==> config.mk <==
export PLATFORM = sky130hd
export DESIGN_NAME = frame_rate_meter
export DESIGN_NICKNAME = d
export VERILOG_FILES = /design/src/rtl/frm_pkg.sv /design/src/rtl/frame_rate_meter.sv /design/src/rtl/frm_ram.sv
export SDC_FILE = /design/constraint.sdc
export NUM_CORES = 1
export LEC_CHECK = 0
export ABC_CLOCK_PERIOD_IN_PS = 5700
export BUFFER_PORTS_ARGS = -buffer_cell sky130_fd_sc_hd__buf_2
export CELL_PAD_IN_SITES_DETAIL_PLACEMENT = 0
export CELL_PAD_IN_SITES_GLOBAL_PLACEMENT = 1
export CORE_UTILIZATION = 53
export CTS_CLUSTER_SIZE = 8
export DETAILED_ROUTE_END_ITERATION = 10
export PLACE_DENSITY = 0.85
export SLEW_MARGIN = 20
export SYNTH_ARGS = -nofsm -noshare
export SYNTH_HDL_FRONTEND = slang
export SYNTH_SLANG_ARGS = --single-unit
==> constraint.sdc <==
create_clock -name clk -period 5.7 [get_ports clk]
set_input_delay 0.57 -clock clk [delete_from_list [all_inputs] [get_ports clk]]
set_output_delay 0.57 -clock clk [all_outputs]
set_load 0.01 [all_outputs]
==> src/rtl/frm_pkg.sv <==
// ----------------------------------------------------------------------------
// Frame rate meter package
// Shared widths and constants for the frame rate meter and its checker.
// ----------------------------------------------------------------------------
package frm_pkg;

    localparam int DELAY_W        = 16;
    localparam int RATE_W         = 18;
    localparam int RATE_SCALE     = 256000;
    localparam int WINDOW_DEFAULT = 16;

endpackage

==> src/rtl/frame_rate_meter.sv <==
// ----------------------------------------------------------------------------
// Frame rate meter
// Moving-average frame rate from a stream of inter-frame delays.
// ----------------------------------------------------------------------------
// Each delay transfer with a nonzero delay_ms produces one result. A zero
// delay is dropped with no result. One shared radix-2 restoring divider
// computes the instantaneous rate and then the average rate, one quotient bit
// per cycle. Before the divisions, the S_UPDATE state updates the running sum,
// using the oldest delay that the ring memory reads during the transfer
// itself, and after them the S_OUTPUT state loads the output register. The
// block stalls its input while an item is in progress. A finished result
// waits in an output register so that the next delay can already be taken;
// while that register still holds an untaken result, the next finished result
// and the input both wait. Both rates are unsigned with 8 fraction bits,
// truncated. No clearing pass is needed after reset.
module frame_rate_meter #(
    parameter int WINDOW = frm_pkg::WINDOW_DEFAULT
) (
    input  logic                       clk,
    input  logic                       rst_n,
    input  logic                       delay_valid,
    output logic                       delay_stall,
    input  logic [frm_pkg::DELAY_W-1:0] delay_ms,
    output logic                       rate_valid,
    input  logic                       rate_stall,
    output logic [frm_pkg::RATE_W-1:0]  instant_rate,
    output logic [frm_pkg::RATE_W-1:0]  average_rate,
    output logic                       window_full
);

    import frm_pkg::*;

    localparam int POS_W  = $clog2(WINDOW);
    localparam int CNT_W  = $clog2(WINDOW + 1);
    localparam int SUM_W  = DELAY_W + CNT_W;
    localparam int NUM_W  = RATE_W + CNT_W;
    localparam int STEP_W = $clog2(NUM_W);

    typedef enum logic [4:0] {
        S_IDLE     = 5'b00001,
        S_UPDATE   = 5'b00010,
        S_DIV_INST = 5'b00100,
        S_DIV_AVG  = 5'b01000,
        S_OUTPUT   = 5'b10000
    } state_t;

    state_t              state_reg, state_next;
    logic [POS_W-1:0]    pos_reg, pos_next;
    logic [SUM_W-1:0]    sum_reg, sum_next;
    logic                filled_reg, filled_next;
    logic [STEP_W-1:0]   step_reg, step_next;
    logic                rate_valid_reg, rate_valid_next;

    logic [DELAY_W-1:0]  delay_reg, delay_next;
    logic [NUM_W-1:0]    num_reg, num_next;
    logic [SUM_W-1:0]    den_reg, den_next;
    logic [SUM_W-1:0]    rem_reg, rem_next;
    logic [NUM_W-1:0]    avg_num_reg, avg_num_next;
    logic [RATE_W-1:0]   inst_reg, inst_next;
    logic [RATE_W-1:0]   inst_out_reg, inst_out_next;
    logic [RATE_W-1:0]   avg_out_reg, avg_out_next;
    logic                full_out_reg, full_out_next;

    logic                in_xfer;
    logic                ram_wr_en;
    logic [DELAY_W-1:0]  ram_rd_data;
    logic [DELAY_W-1:0]  old_delay;
    logic [POS_W-1:0]    pos_inc;
    logic                pos_wrap;
    logic [CNT_W-1:0]    count;
    logic [SUM_W:0]      trial;
    logic                trial_ge;
    logic [SUM_W-1:0]    step_rem;
    logic [NUM_W-1:0]    step_quo;
    logic                step_last;
    logic                out_free;

    assign delay_stall  = (state_reg != S_IDLE);
    assign in_xfer      = delay_valid && !delay_stall;
    assign ram_wr_en    = (state_reg == S_UPDATE);
    assign rate_valid   = rate_valid_reg;
    assign instant_rate = inst_out_reg;
    assign average_rate = avg_out_reg;
    assign window_full  = full_out_reg;

    frm_ram #(
        .WIDTH (DELAY_W),
        .DEPTH (WINDOW)
    ) u_ring (
        .clk     (clk),
        .wr_en   (ram_wr_en),
        .wr_addr (pos_reg),
        .wr_data (delay_reg),
        .rd_en   (in_xfer),
        .rd_addr (pos_reg),
        .rd_data (ram_rd_data)
    );

    // Until the ring has wrapped, the entry at the write position was never
    // written and counts as zero.
    assign old_delay = filled_reg ? ram_rd_data : '0;
    assign pos_wrap  = (pos_reg == POS_W'(WINDOW - 1));
    assign pos_inc   = pos_wrap ? '0 : pos_reg + 1'b1;
    assign count     = (filled_reg || pos_wrap) ? CNT_W'(WINDOW) : CNT_W'(pos_inc);

    // One restoring division step.
    assign trial     = {rem_reg, num_reg[NUM_W-1]};
    assign trial_ge  = (trial >= {1'b0, den_reg});
    assign step_rem  = trial_ge ? SUM_W'(trial - {1'b0, den_reg}) : SUM_W'(trial);
    assign step_quo  = {num_reg[NUM_W-2:0], trial_ge};
    assign step_last = (step_reg == '0);
    assign out_free  = !rate_valid_reg || !rate_stall;

    always_comb
    begin
        state_next      = state_reg;
        pos_next        = pos_reg;
        sum_next        = sum_reg;
        filled_next     = filled_reg;
        step_next       = step_reg;
        rate_valid_next = rate_valid_reg && rate_stall;
        delay_next      = delay_reg;
        num_next        = num_reg;
        den_next        = den_reg;
        rem_next        = rem_reg;
        avg_num_next    = avg_num_reg;
        inst_next       = inst_reg;
        inst_out_next   = inst_out_reg;
        avg_out_next    = avg_out_reg;
        full_out_next   = full_out_reg;

        unique case (state_reg)
            S_IDLE:
            begin
                if (in_xfer && (delay_ms != '0))
                begin
                    delay_next = delay_ms;
                    state_next = S_UPDATE;
                end
            end
            S_UPDATE:
            begin
                sum_next     = sum_reg - SUM_W'(old_delay) + SUM_W'(delay_reg);
                pos_next     = pos_inc;
                filled_next  = filled_reg || pos_wrap;
                avg_num_next = NUM_W'(RATE_SCALE) * NUM_W'(count);
                num_next     = NUM_W'(RATE_SCALE);
                den_next     = SUM_W'(delay_reg);
                rem_next     = '0;
                step_next    = STEP_W'(NUM_W - 1);
                state_next   = S_DIV_INST;
            end
            S_DIV_INST:
            begin
                num_next  = step_quo;
                rem_next  = step_rem;
                step_next = step_reg - 1'b1;
                if (step_last)
                begin
                    inst_next  = step_quo[RATE_W-1:0];
                    num_next   = avg_num_reg;
                    den_next   = sum_reg;
                    rem_next   = '0;
                    step_next  = STEP_W'(NUM_W - 1);
                    state_next = S_DIV_AVG;
                end
            end
            S_DIV_AVG:
            begin
                num_next  = step_quo;
                rem_next  = step_rem;
                step_next = step_reg - 1'b1;
                if (step_last)
                begin
                    state_next = S_OUTPUT;
                end
            end
            S_OUTPUT:
            begin
                if (out_free)
                begin
                    rate_valid_next = 1'b1;
                    inst_out_next   = inst_reg;
                    avg_out_next    = num_reg[RATE_W-1:0];
                    full_out_next   = filled_reg;
                    state_next      = S_IDLE;
                end
            end
            default:
            begin
                state_next = S_IDLE;
            end
        endcase
    end

    always_ff @(posedge clk or negedge rst_n)
    begin
        if (!rst_n)
        begin
            state_reg      <= S_IDLE;
            pos_reg        <= '0;
            sum_reg        <= '0;
            filled_reg     <= 1'b0;
            step_reg       <= '0;
            rate_valid_reg <= 1'b0;
        end
        else
        begin
            state_reg      <= state_next;
            pos_reg        <= pos_next;
            sum_reg        <= sum_next;
            filled_reg     <= filled_next;
            step_reg       <= step_next;
            rate_valid_reg <= rate_valid_next;
        end
    end

    always_ff @(posedge clk)
    begin
        delay_reg    <= delay_next;
        num_reg      <= num_next;
        den_reg      <= den_next;
        rem_reg      <= rem_next;
        avg_num_reg  <= avg_num_next;
        inst_reg     <= inst_next;
        inst_out_reg <= inst_out_next;
        avg_out_reg  <= avg_out_next;
        full_out_reg <= full_out_next;
    end

endmodule

==> src/rtl/frm_ram.sv <==
// ----------------------------------------------------------------------------
// Frame rate meter RAM
// Generic single-write, single-read memory with a registered read port.
// ----------------------------------------------------------------------------
module frm_ram #(
    parameter int WIDTH = 16,
    parameter int DEPTH = 16
) (
    input  logic                     clk,
    input  logic                     wr_en,
    input  logic [$clog2(DEPTH)-1:0] wr_addr,
    input  logic [WIDTH-1:0]         wr_data,
    input  logic                     rd_en,
    input  logic [$clog2(DEPTH)-1:0] rd_addr,
    output logic [WIDTH-1:0]         rd_data
);

    logic [WIDTH-1:0] mem [DEPTH];

    always_ff @(posedge clk)
    begin
        if (wr_en)
        begin
            mem[wr_addr] <= wr_data;
        end
        if (rd_en)
        begin
            rd_data <= mem[rd_addr];
        end
    end

endmodule

; Yosys cells after proc, flatten, opt, wreduce, memory -nomap -nowiden
; Memory sizes are Yosys's and may differ from the RTL's. A register that Yosys moved wholly into a read port is not among the register bits.
; Cells that the tools add are included.
[word_totals]
register_bits = 185
ram_bits = 256
output_inout_bits = 39
word_cells = 72
n_memories = 1
[op_classes]
add_sub_neg = 5
multipliers = 1
order_cmp = 1
eq_ne = 11
muxes = 21
n_reduce_logical = 17
[memory_table]
columns = name, depth, width, read_ports, rd_ports_with_merged_regs, wr, line
row1 = u_ring.mem, 16, 16, 1, 1, 1, frm_ram.sv:18  ; logic [WIDTH-1:0] mem [DEPTH];
[ops]
columns = op, n
row1 = 23-bit case mux with 3 select lines, 1
row2 = 21-bit 2-to-1 mux, 3
row3 = 21-bit case mux with 3 select lines, 1
row4 = 21-bit case mux with 2 select lines, 1
row5 = 5-bit 2-to-1 mux, 6
row6 = 5-bit case mux with 5 select lines, 1
row7 = 23-bit 2-to-1 mux, 1
row8 = 22-bit by 21-bit >= comparator with 1-bit output, 1
row9 = 21-bit by 16-bit adder with 21-bit output, 1
row10 = 21-bit by 16-bit subtractor with 21-bit output, 1
row11 = 21-bit subtractor, 1
row12 = 16-bit 2-to-1 mux, 1
row13 = 16-bit nonzero test, 1
row14 = 5-bit case mux with 3 select lines, 1
row15 = 7-bit by 5-bit multiplier with 12-bit output (first input constant), 1
row16 = 2-bit inequality test (second input constant), 4
row17 = 2-bit AND reduction, 4
row18 = 5-bit by 1-bit equality test with 1-bit output (second input constant), 1
row19 = 5-bit by 2-bit equality test with 1-bit output (second input constant), 1
row20 = 5-bit by 3-bit equality test with 1-bit output (second input constant), 1
row21 = 5-bit by 4-bit equality test with 1-bit output (second input constant), 1
row22 = 5-bit equality test (second input constant), 1
row23 = 5-bit logical NOT, 1
row24 = 5-bit by 1-bit inequality test with 1-bit output (second input constant), 1
row25 = 11 further kinds, 19

; Longest topological paths before layout
; Gate-level depths: netlist (run 1).
[logic_depth]
depth_word = 6
mapped_depth = 20
ltp_nobuf = 16

; Hierarchy
; A second synthesis (run 1) with hierarchy kept.
[hier_totals]
hier_cells = 1358
hier_area_um2 = 20479.6
[modules_own_cells]
columns = module, instances, cells_each, area_per_inst_um2, seq_area_each_um2
row1 = frame_rate_meter, 1, 926, 10277.4, 5371.4
row2 = frm_ram, 1, 432, 10202.3, 8167.8

; Worst setup path before layout (run 1)
; OpenSTA, ideal clock, no wires.
[synth_path]
path_type = reg2reg
from = register pos_reg[0]
to = register avg_num_reg[21] (data pin)
t_arrival_ps = 4008
required_time_ps = 5439
path_slack_ps = 1430
stages_incl_launch_ff = 19
period_less_slack_ps = 4270
path_cell_list = dfrtp_1 > clkbuf_1 > buf_2 > buf_1 > inv_1 > ha_1 > nand2_1 > inv_1 > ha_1 > inv_1 > fa_1 > inv_1 > ha_1 > a21o_1 > a21oi_1 > o21bai_1 > a21oi_1 > o21ai_0 > xnor2_1
[synth_via]
elab_chain_len = 4
word_cells_on_any_way = 6
[synth_rtl]
columns = element, line
row1 = start: declaration, frame_rate_meter.sv:48  ; logic [POS_W-1:0] pos_reg, pos_next;
row2 = start signal: assignment, frame_rate_meter.sv:210  ; pos_reg <= pos_next;
row3 = 4-bit by 1-bit adder with 4-bit output / 4-bit equality test (equally long branches), "frame_rate_meter.sv:103, frame_rate_meter.sv:102"
row4 = 4-bit 2-to-1 mux (*), frame_rate_meter.sv:103  ; assign pos_inc = pos_wrap ? '0 : pos_reg + 1'b1;
row5 = net pos_inc[1], frame_rate_meter.sv:68  ; logic [POS_W-1:0] pos_inc;
row6 = 5-bit 2-to-1 mux (*), frame_rate_meter.sv:104  ; assign count = (filled_reg || pos_wrap) ? CNT_W'(WINDOW) : CNT_W'(pos_inc);
row7 = net count[1], frame_rate_meter.sv:70  ; logic [CNT_W-1:0] count;
row8 = 7-bit by 5-bit multiplier with 12-bit output (*), frame_rate_meter.sv:146  ; avg_num_next = NUM_W'(RATE_SCALE) * NUM_W'(count);
row9 = end signal: assignment, frame_rate_meter.sv:224  ; avg_num_reg <= avg_num_next;
row10 = end: declaration, frame_rate_meter.sv:58  ; logic [NUM_W-1:0] avg_num_reg, avg_num_next;
; The timed path passes the listed nets; every way through them passes the cells marked *.
; A chain may end at the register's enable or synchronous reset.

; Worst setup path in the final report (run 1)
[layout_path]
from = register pos_reg[1]
to = register avg_num_reg[21] (data pin)
[layout_via]
elab_chain_len = 4
word_cells_on_any_way = 6
[layout_rtl]
columns = element, line
row1 = 4-bit by 1-bit adder with 4-bit output / 4-bit equality test (equally long branches), "frame_rate_meter.sv:103, frame_rate_meter.sv:102"
row2 = 4-bit 2-to-1 mux / 1-bit logical OR (equally long branches), "frame_rate_meter.sv:103, frame_rate_meter.sv:104"
row3 = 5-bit 2-to-1 mux (*), frame_rate_meter.sv:104
row4 = 7-bit by 5-bit multiplier with 12-bit output (*), frame_rate_meter.sv:146
; Mark *: on every way between the ends. The rest lies on a longest branch, timed or not.

==> impl_metrics.py, run 1 <==
metrics = {
    "timing": {
        "drv_slew": 0,
        "fin_crit_sh_pct": 73.60,
        "tns_ns": 0,
        "holdWs_ns": 0.1807,
        "hold_viol": 0,
        "clock.fmax_mhz": 238.4,
        "grt_setup_unrepaired": "false",
        "min_period_ns": 4.195,
        "fin_worst_skew_ns": 0.02212,
        "slew_headroom_pct": 25.37,
        "tightestPinTransition_ns": 1.119,
        "setup_viol": 0,
    },
    "clock_network": {
        "clock-sinks": 457,
        "worstSkewPairLatency_ns": 0.58,
        "cts-root-buf": "clkbuf_16",
        "cts_buffer_depth": 3,
        "cts_max_level": 3,
        "path_clk_slew_ns": 0.05,
        "cts_buffers": 67,
        "post_cts_buffers": 0,
        "cts_tree": "built",
    },
    "yosys": {
        "synth_area_per_cell_um2": 15.23,
        "yosys.area.top_type_share_pct": 61.57,
        "synth_cells": 1345,
        "synth-seq-area-share_pct": 66.10,
        "async_flop_share_pct": 8.096,
        "yosys_warnings": 0,
        "synth_area_um2": 20480,
        "synth_area_leaders": "edfxtp_1 62%, mux4_2 8.8%, dfrtp_1 4.4%",
        "synth_nets": 1455,
        "synth.distinct_cells": 69,
        "ys_ff_latch": 457,
        "synthFlopType": "edfxtp_1",
        "synth_edf_count": 420,
        "synth.largest_area_cell": "edfxtp_1",
    },
    "power_and_ir_drop": {
        "leakage_nw": 8.457,
        "p_comb_share_pct": 33.8,
        "p_seq_share_pct": 37.5,
        "netSwitchingPower_mw": 4.085,
        "peakVddDrop_v": 0.0005065,
        "power_mw": 12.39,
        "switching_share_pct": 32.98,
        "p_int_mw": 8.300,
        "clockPowerShare_pct": 28.7,
        "cellPowerDensity_nw_per_um2": 532.4,
    },
    "worst_setup_path": {
        "critical_path_required_ns": 6.03,
        "path_class": "reg -> reg",
        "crit_fanout": 22,
        "arrival_ns": 4.52,
        "end_kind": "flop",
        "cp-start-kind": "flop",
    },
    "floorplan": {
        "row_count": 71,
        "die_area_um2": 39440,
        "start_util_pct": 54.13,
        "die_x_um": 198.6,
        "die_h_um": 198.6,
        "core_area_um2": 37840,
        "ios": 59,
    },
    "layout": {
        "diodes": 0,
        "final_cell_count_no_fill": 1985,
        "fin_nets": 1546,
        "fill_cells": 2789,
        "drive_gt1_share_pct": 17.03,
        "largest_reg_flops": 256,
        "area_delta_synth_final_pct": 13.56,
    },
    "drt": {
        "drc": 0,
        "vias": 11480,
        "routed_wl_mm": 42.32,
        "drt_iter0_drc": 889,
        "wl_per_cell_um": 21.32,
        "drtAntennaViolNets": 0,
        "dr.pass1.iters": 6,
        "via_per_inst": 5.785,
    },
    "placed_design": {
        "place.gp.congestion": 0.8299,
        "dpl.cell_count": 1874,
        "portBuffers": 58,
        "dpl.hpwl_mm": 25.08,
    },
    "worst_hold_path": {
        "worstHoldPathType": "in -> reg",
    },
    "global_routing": {
        "track_usage_pct": 22.73,
        "grt_max_degree": 48,
        "grt_pass1_wl_mm": 66.63,
        "grt_pass1_vias": 11570,
        "antenna_found_initial": 1,
        "overflow": 0,
    },
    "run": {
        "drv_cap": 0,
    },
    "outcome": {
        "status": "complete, no violations",
    },
}
## layout make-up
type | instances | area, um2 | area share [%]
clock inverter | 6 | 78.83 | 0.3389
sequential | 457 | 13540 | 58.23
timing repair buffer | 74 | 452.9 | 1.947
inverter | 127 | 476.7 | 2.049
clock buffer | 101 | 1804 | 7.756
multi-input combinational | 709 | 6265 | 26.93
tap | 511 | 639.4 | 2.749
## path summary, 6_finish.rpt
check                             start          endpoint  slack [ns]  depth (start not counted)
min reg2reg                inst_reg[16]  instant_rate[16]        0.41                          0
min in group asynchronous         rst_n        sum_reg[3]        0.41                          2
min                         delay_ms[1]      delay_reg[1]        0.18                          1
max                          pos_reg[1]   avg_num_reg[21]        1.50                         14
max reg2reg                  pos_reg[1]   avg_num_reg[21]        1.50                         14
max in group asynchronous         rst_n      state_reg[0]        4.73                          3
## metal layers
metal	up-vias	wire length, um	track usage (%)
met2	406	21230	37.93
met3	93	2478	4.561
met5	-	13	0
li1	5219	-	-
met4	2	1014	7.721
met1	5763	17580	29.88
## timing repair
| action | 4_1_cts | 5_1_grt |
|---|---|---|
| hold endpoints to repair | 0 | 9 |
| resized for setup | 0 | 0 |
| hold buffers | 0 | 1 |
## cell families (layout without fill, tap and decap cells)
kind of cell / after synthesis / after routing / synth area share, %
fa+ha+maj: 90 / 90 / 6.377
flops: 457 / 457 / 66.10
mux: 85 / 85 / 9.040
compound gates: 219 / 219 / 6.811
xor+xnor: 42 / 42 / 1.796
simple gates: 272 / 272 / 6.365
buf+inv: 179 / 308 / 3.494
other cells: 1 / 1 / 0.01831
## synth_stat cells, types with 8 or more instances
cell type and n:
and2_1 30, a21o_1 10, edfxtp_1 420, nand2_1 84
mux4_2 80, fa_1 24, ha_1 66, o21ai_0 69
o21a_1 9, nor2_1 74, xnor2_1 27, clkbuf_1 40
nor2b_1 13, dfrtp_1 36, a31oi_1 8, xor2_1 15
a21oi_1 60, inv_1 126, and3_1 25
## layout by cell type (no fill, tap or decap), drive strengths merged, types with 8 or more instances in the layout
| cell | count |
|---|---|
| xnor2 | 27 |
| edfxtp | 420 |
| a21oi | 61 |
| o21a | 9 |
| nor2b | 13 |
| o21ai | 71 |
| fa | 24 |
| nor2 | 75 |
| xor2 | 15 |
| inv | 129 |
| clkbuf | 101 |
| a31oi | 8 |
| ha | 66 |
| a21o | 10 |
| buf | 73 |
| mux4 | 80 |
| and3 | 26 |
| dfrtp | 36 |
| nand2 | 84 |
| and2 | 32 |
## power by group through the flow
stage          Sequential [mW]  Combinational, mW  Clock, mW
6_report                  4.64               4.19       3.56
5_1_grt                   4.70               4.72       3.75
4_1_cts                   4.64               4.22       3.62
3_5_place_dp              4.70               4.15          0
3_3_place_gp              4.67               4.09          0
2_1_floorplan             4.53               3.37          0
## metrics by stage
stage / util [%] / area, um2 / setup slack [ns]
final: 61.47 / 23260 / 1.505
after global routing: 61.47 / 23260 / 1.182
after CTS: 61.23 / 23170 / 1.492
after detailed placement: 56.26 / 21290 / 1.502
after global placement: 56.26 / 21290 / 1.578
after floorplan: - / 20480 / 1.430
## worst max-delay path: stages, from the launching register on
cell	delay [ns]
dfrtp_2	0.69
ha_1	0.44
xnor2_1	0.13
nor2_1	0.25
ha_1	0.35
fa_1	0.52
inv_1	0.05
fa_1	0.49
inv_1	0.04
ha_1	0.32
inv_1	0.07
o21bai_1	0.08
a21oi_1	0.22
o21ai_0	0.14
xnor2_1	0.14
(Power assumes the default switching activity.)
==> run 2, diff against run 1 <==
ABC_CLOCK_PERIOD_IN_PS = 4210   (was 5700)
clock period = 4.21 ns   (was 5.7 ns; I/O delays follow)
==> run 2 against run 1 <==
  * Core utilization up 0.41 points
  * Clock skew up 0.0010 ns
  * Setup slack worse by 1.2 ns
  * Via count about the same
  * Clock power up 37%
  * Die area unchanged
  * Power up 36%
  * Sequential share of layout area down 0.39 points
  * Fmax up 7.3%
  * Register-to-register slack worse by 1.2 ns
  * Sequential cell count unchanged
==> impl_metrics.py, run 2 (synthesis results as in run 1) <==
metrics = {
    "placed_design": {
        "place.gp.congestion": 0.8386,
        "dpl.cell_count": 1893,
        "portBuffers": 58,
        "place_area_um2": 21450,
        "dpl.hpwl_mm": 25.92,
    },
    "worst_setup_path": {
        "cpPeakStageDelay_ns": 0.52,
        "r2r_start": "pos_reg[0]",
        "end_kind": "flop",
        "crit_path_top_delay_cell": "fa_1",
        "reg2reg_slack_ns": 0.30,
        "crit_fanout": 10,
        "path_cells": "ha_1 > xnor2_1 > nor2_1 > ha_1 > fa_1 > inv_1 > fa_1 > inv_1 > ha_1 > inv_1 > o21bai_1 > a21oi_1 > o21ai_0 > xnor2_1",
        "path_class": "reg -> reg",
        "r2r_cells": 14,
        "r2r_end": "avg_num_reg[21]",
        "cp-start-kind": "flop",
        "critical_path_required_ns": 4.52,
        "arrival_ns": 4.22,
    },
    "clock_network": {
        "cts_max_level": 3,
        "cts_tree": "built",
        "post_cts_buffers": 0,
        "path_clk_slew_ns": 0.05,
        "cts_buffers": 67,
        "cts-root-buf": "clkbuf_16",
        "cts_buffer_depth": 3,
        "worstSkewPairLatency_ns": 0.57,
        "ctsResizeCount": 0,
        "clock-sinks": 457,
    },
    "worst_hold_path": {
        "worstHoldPathType": "in -> reg",
        "min_delay_path_depth": 1,
        "min-delay-start": "delay_ms[3]",
        "worstHoldEndpoint": "delay_reg[3]",
    },
    "timing": {
        "hold_viol": 0,
        "holdWs_ns": 0.04462,
        "drv_slew": 0,
        "clock.fmax_mhz": 255.7,
        "min_period_ns": 3.910,
        "fin_worst_skew_ns": 0.02313,
        "tightestPinTransition_ns": 1.161,
        "tns_ns": 0,
        "slew_headroom_pct": 22.60,
        "fin_crit_sh_pct": 92.88,
        "grt_setup_unrepaired": "false",
        "setup_viol": 0,
    },
    "global_routing": {
        "overflow": 0,
        "track_usage_pct": 22.95,
        "grt_pass1_wl_mm": 66.97,
        "grt_pass1_vias": 11750,
        "grt_max_degree": 43,
        "antenna_found_initial": 0,
    },
    "layout": {
        "layout_commonest_cell": "edfxtp_1",
        "diodes": 0,
        "largest_reg_flops": 256,
        "final_cell_area_um2": 23420,
        "area_delta_synth_final_pct": 14.32,
        "layout_common_cells": "420 x edfxtp_1, 125 x inv_1, 84 x nand2_1, 80 x mux4_2, 72 x nor2_1",
        "drive_gt1_share_pct": 17.85,
        "fin_nets": 1563,
        "final_cell_count_no_fill": 1996,
        "fill_cells": 2798,
    },
    "power_and_ir_drop": {
        "peakVddDrop_v": 0.0004808,
        "p_seq_share_pct": 36.6,
        "p_comb_share_pct": 34.4,
        "cellPowerDensity_nw_per_um2": 720.3,
        "p_int_mw": 11.36,
        "leakage_nw": 8.573,
        "clockPowerShare_pct": 29.0,
        "netSwitchingPower_mw": 5.508,
        "switching_share_pct": 32.65,
    },
    "floorplan": {
        "core_area_um2": 37840,
        "row_count": 71,
        "die_h_um": 198.6,
        "die_x_um": 198.6,
        "start_util_pct": 54.13,
        "ios": 59,
        "die_area_um2": 39440,
    },
    "run": {
        "drv_cap": 0,
    },
    "drt": {
        "dr.pass1.iters": 5,
        "vias": 11490,
        "drtAntennaViolNets": 0,
        "drc": 0,
        "wl_per_cell_um": 21.46,
        "drt_iter0_drc": 793,
        "via_per_inst": 5.759,
        "routed_wl_mm": 42.84,
    },
    "outcome": {
        "status": "complete, no violations",
    },
}
## run 2: cell types whose count changed in the layout (fill, tap and decap cells not counted), sizes merged
| cell | before | now |
|---|---|---|
| buf | 73 | 90 |
| clkbuf | 101 | 97 |
| clkinv | 4 | 3 |
| inv | 129 | 128 |
## run 2: power by group through the flow
stage	clock network, mW	registers, mW	logic, mW
2_1_floorplan	0	6.13	4.57
3_3_place_gp	0	6.21	5.69
3_5_place_dp	0	6.26	5.77
4_1_cts	4.97	6.18	5.85
5_1_grt	5.14	6.24	6.57
6_report	4.89	6.18	5.80
## run 2: area by class of cell
class                      count  area (um2)  share of cell area, %
clock buffer                  97        1863                  7.956
clock inverter                 4       61.31                 0.2618
inverter                     127       476.7                  2.036
multi-input combinational    709        6259                  26.73
sequential                   457       13540                  57.84
tap                          511       639.4                  2.730
timing repair buffer          91       573.1                  2.447
## run 2: metrics by stage
stage,utilization [%],power [mW],setup slack [ns]
finish,61.88,16.87,0.2996
global route,61.88,17.94,0.01623
detailed placement,56.69,12.02,0.2644
floorplan,-,10.70,0.1854
global placement,56.61,11.91,0.3928
CTS,61.77,17.00,0.2560
## run 2: worst max path at each step
stage                     slack, ns  startpoint              end
after floorplan                0.19  pos_reg[0]  avg_num_reg[21]
after global placement         0.39  pos_reg[0]  avg_num_reg[21]
after detailed placement       0.26  pos_reg[0]  avg_num_reg[21]
after CTS                      0.26  pos_reg[0]  avg_num_reg[21]
after global routing           0.02  pos_reg[0]  avg_num_reg[21]
final                          0.30  pos_reg[0]  avg_num_reg[21]
## run 2: repair_timing
item,CTS,global route
endpoints found under the hold margin,0,14
endpoints found under the setup margin,0,0
hold buffers,0,1
## run 2: worst max-delay path: cells and delay by family, from the launching register on
| family | cells | cell delay (ns) |
|---|---|---|
| AO/OA/AOI/OAI | 3 | 0.44 |
| XOR/XNOR | 2 | 0.38 |
| adder cells (fa/ha/maj) | 5 | 2.05 |
| buffers and inverters | 3 | 0.17 |
| flip-flops | 1 | 0.50 |
| AND/OR/NAND/NOR | 1 | 0.12 |
## run 2: layer usage
metal  vias up  global-route usage, %  wire, um
met1      5710                  29.64     17420
met3       111                  4.561      2655
met4         0                  9.630      1330
met2       422                  38.07     21440
li1       5251                      -         -
met5         -                      0         0
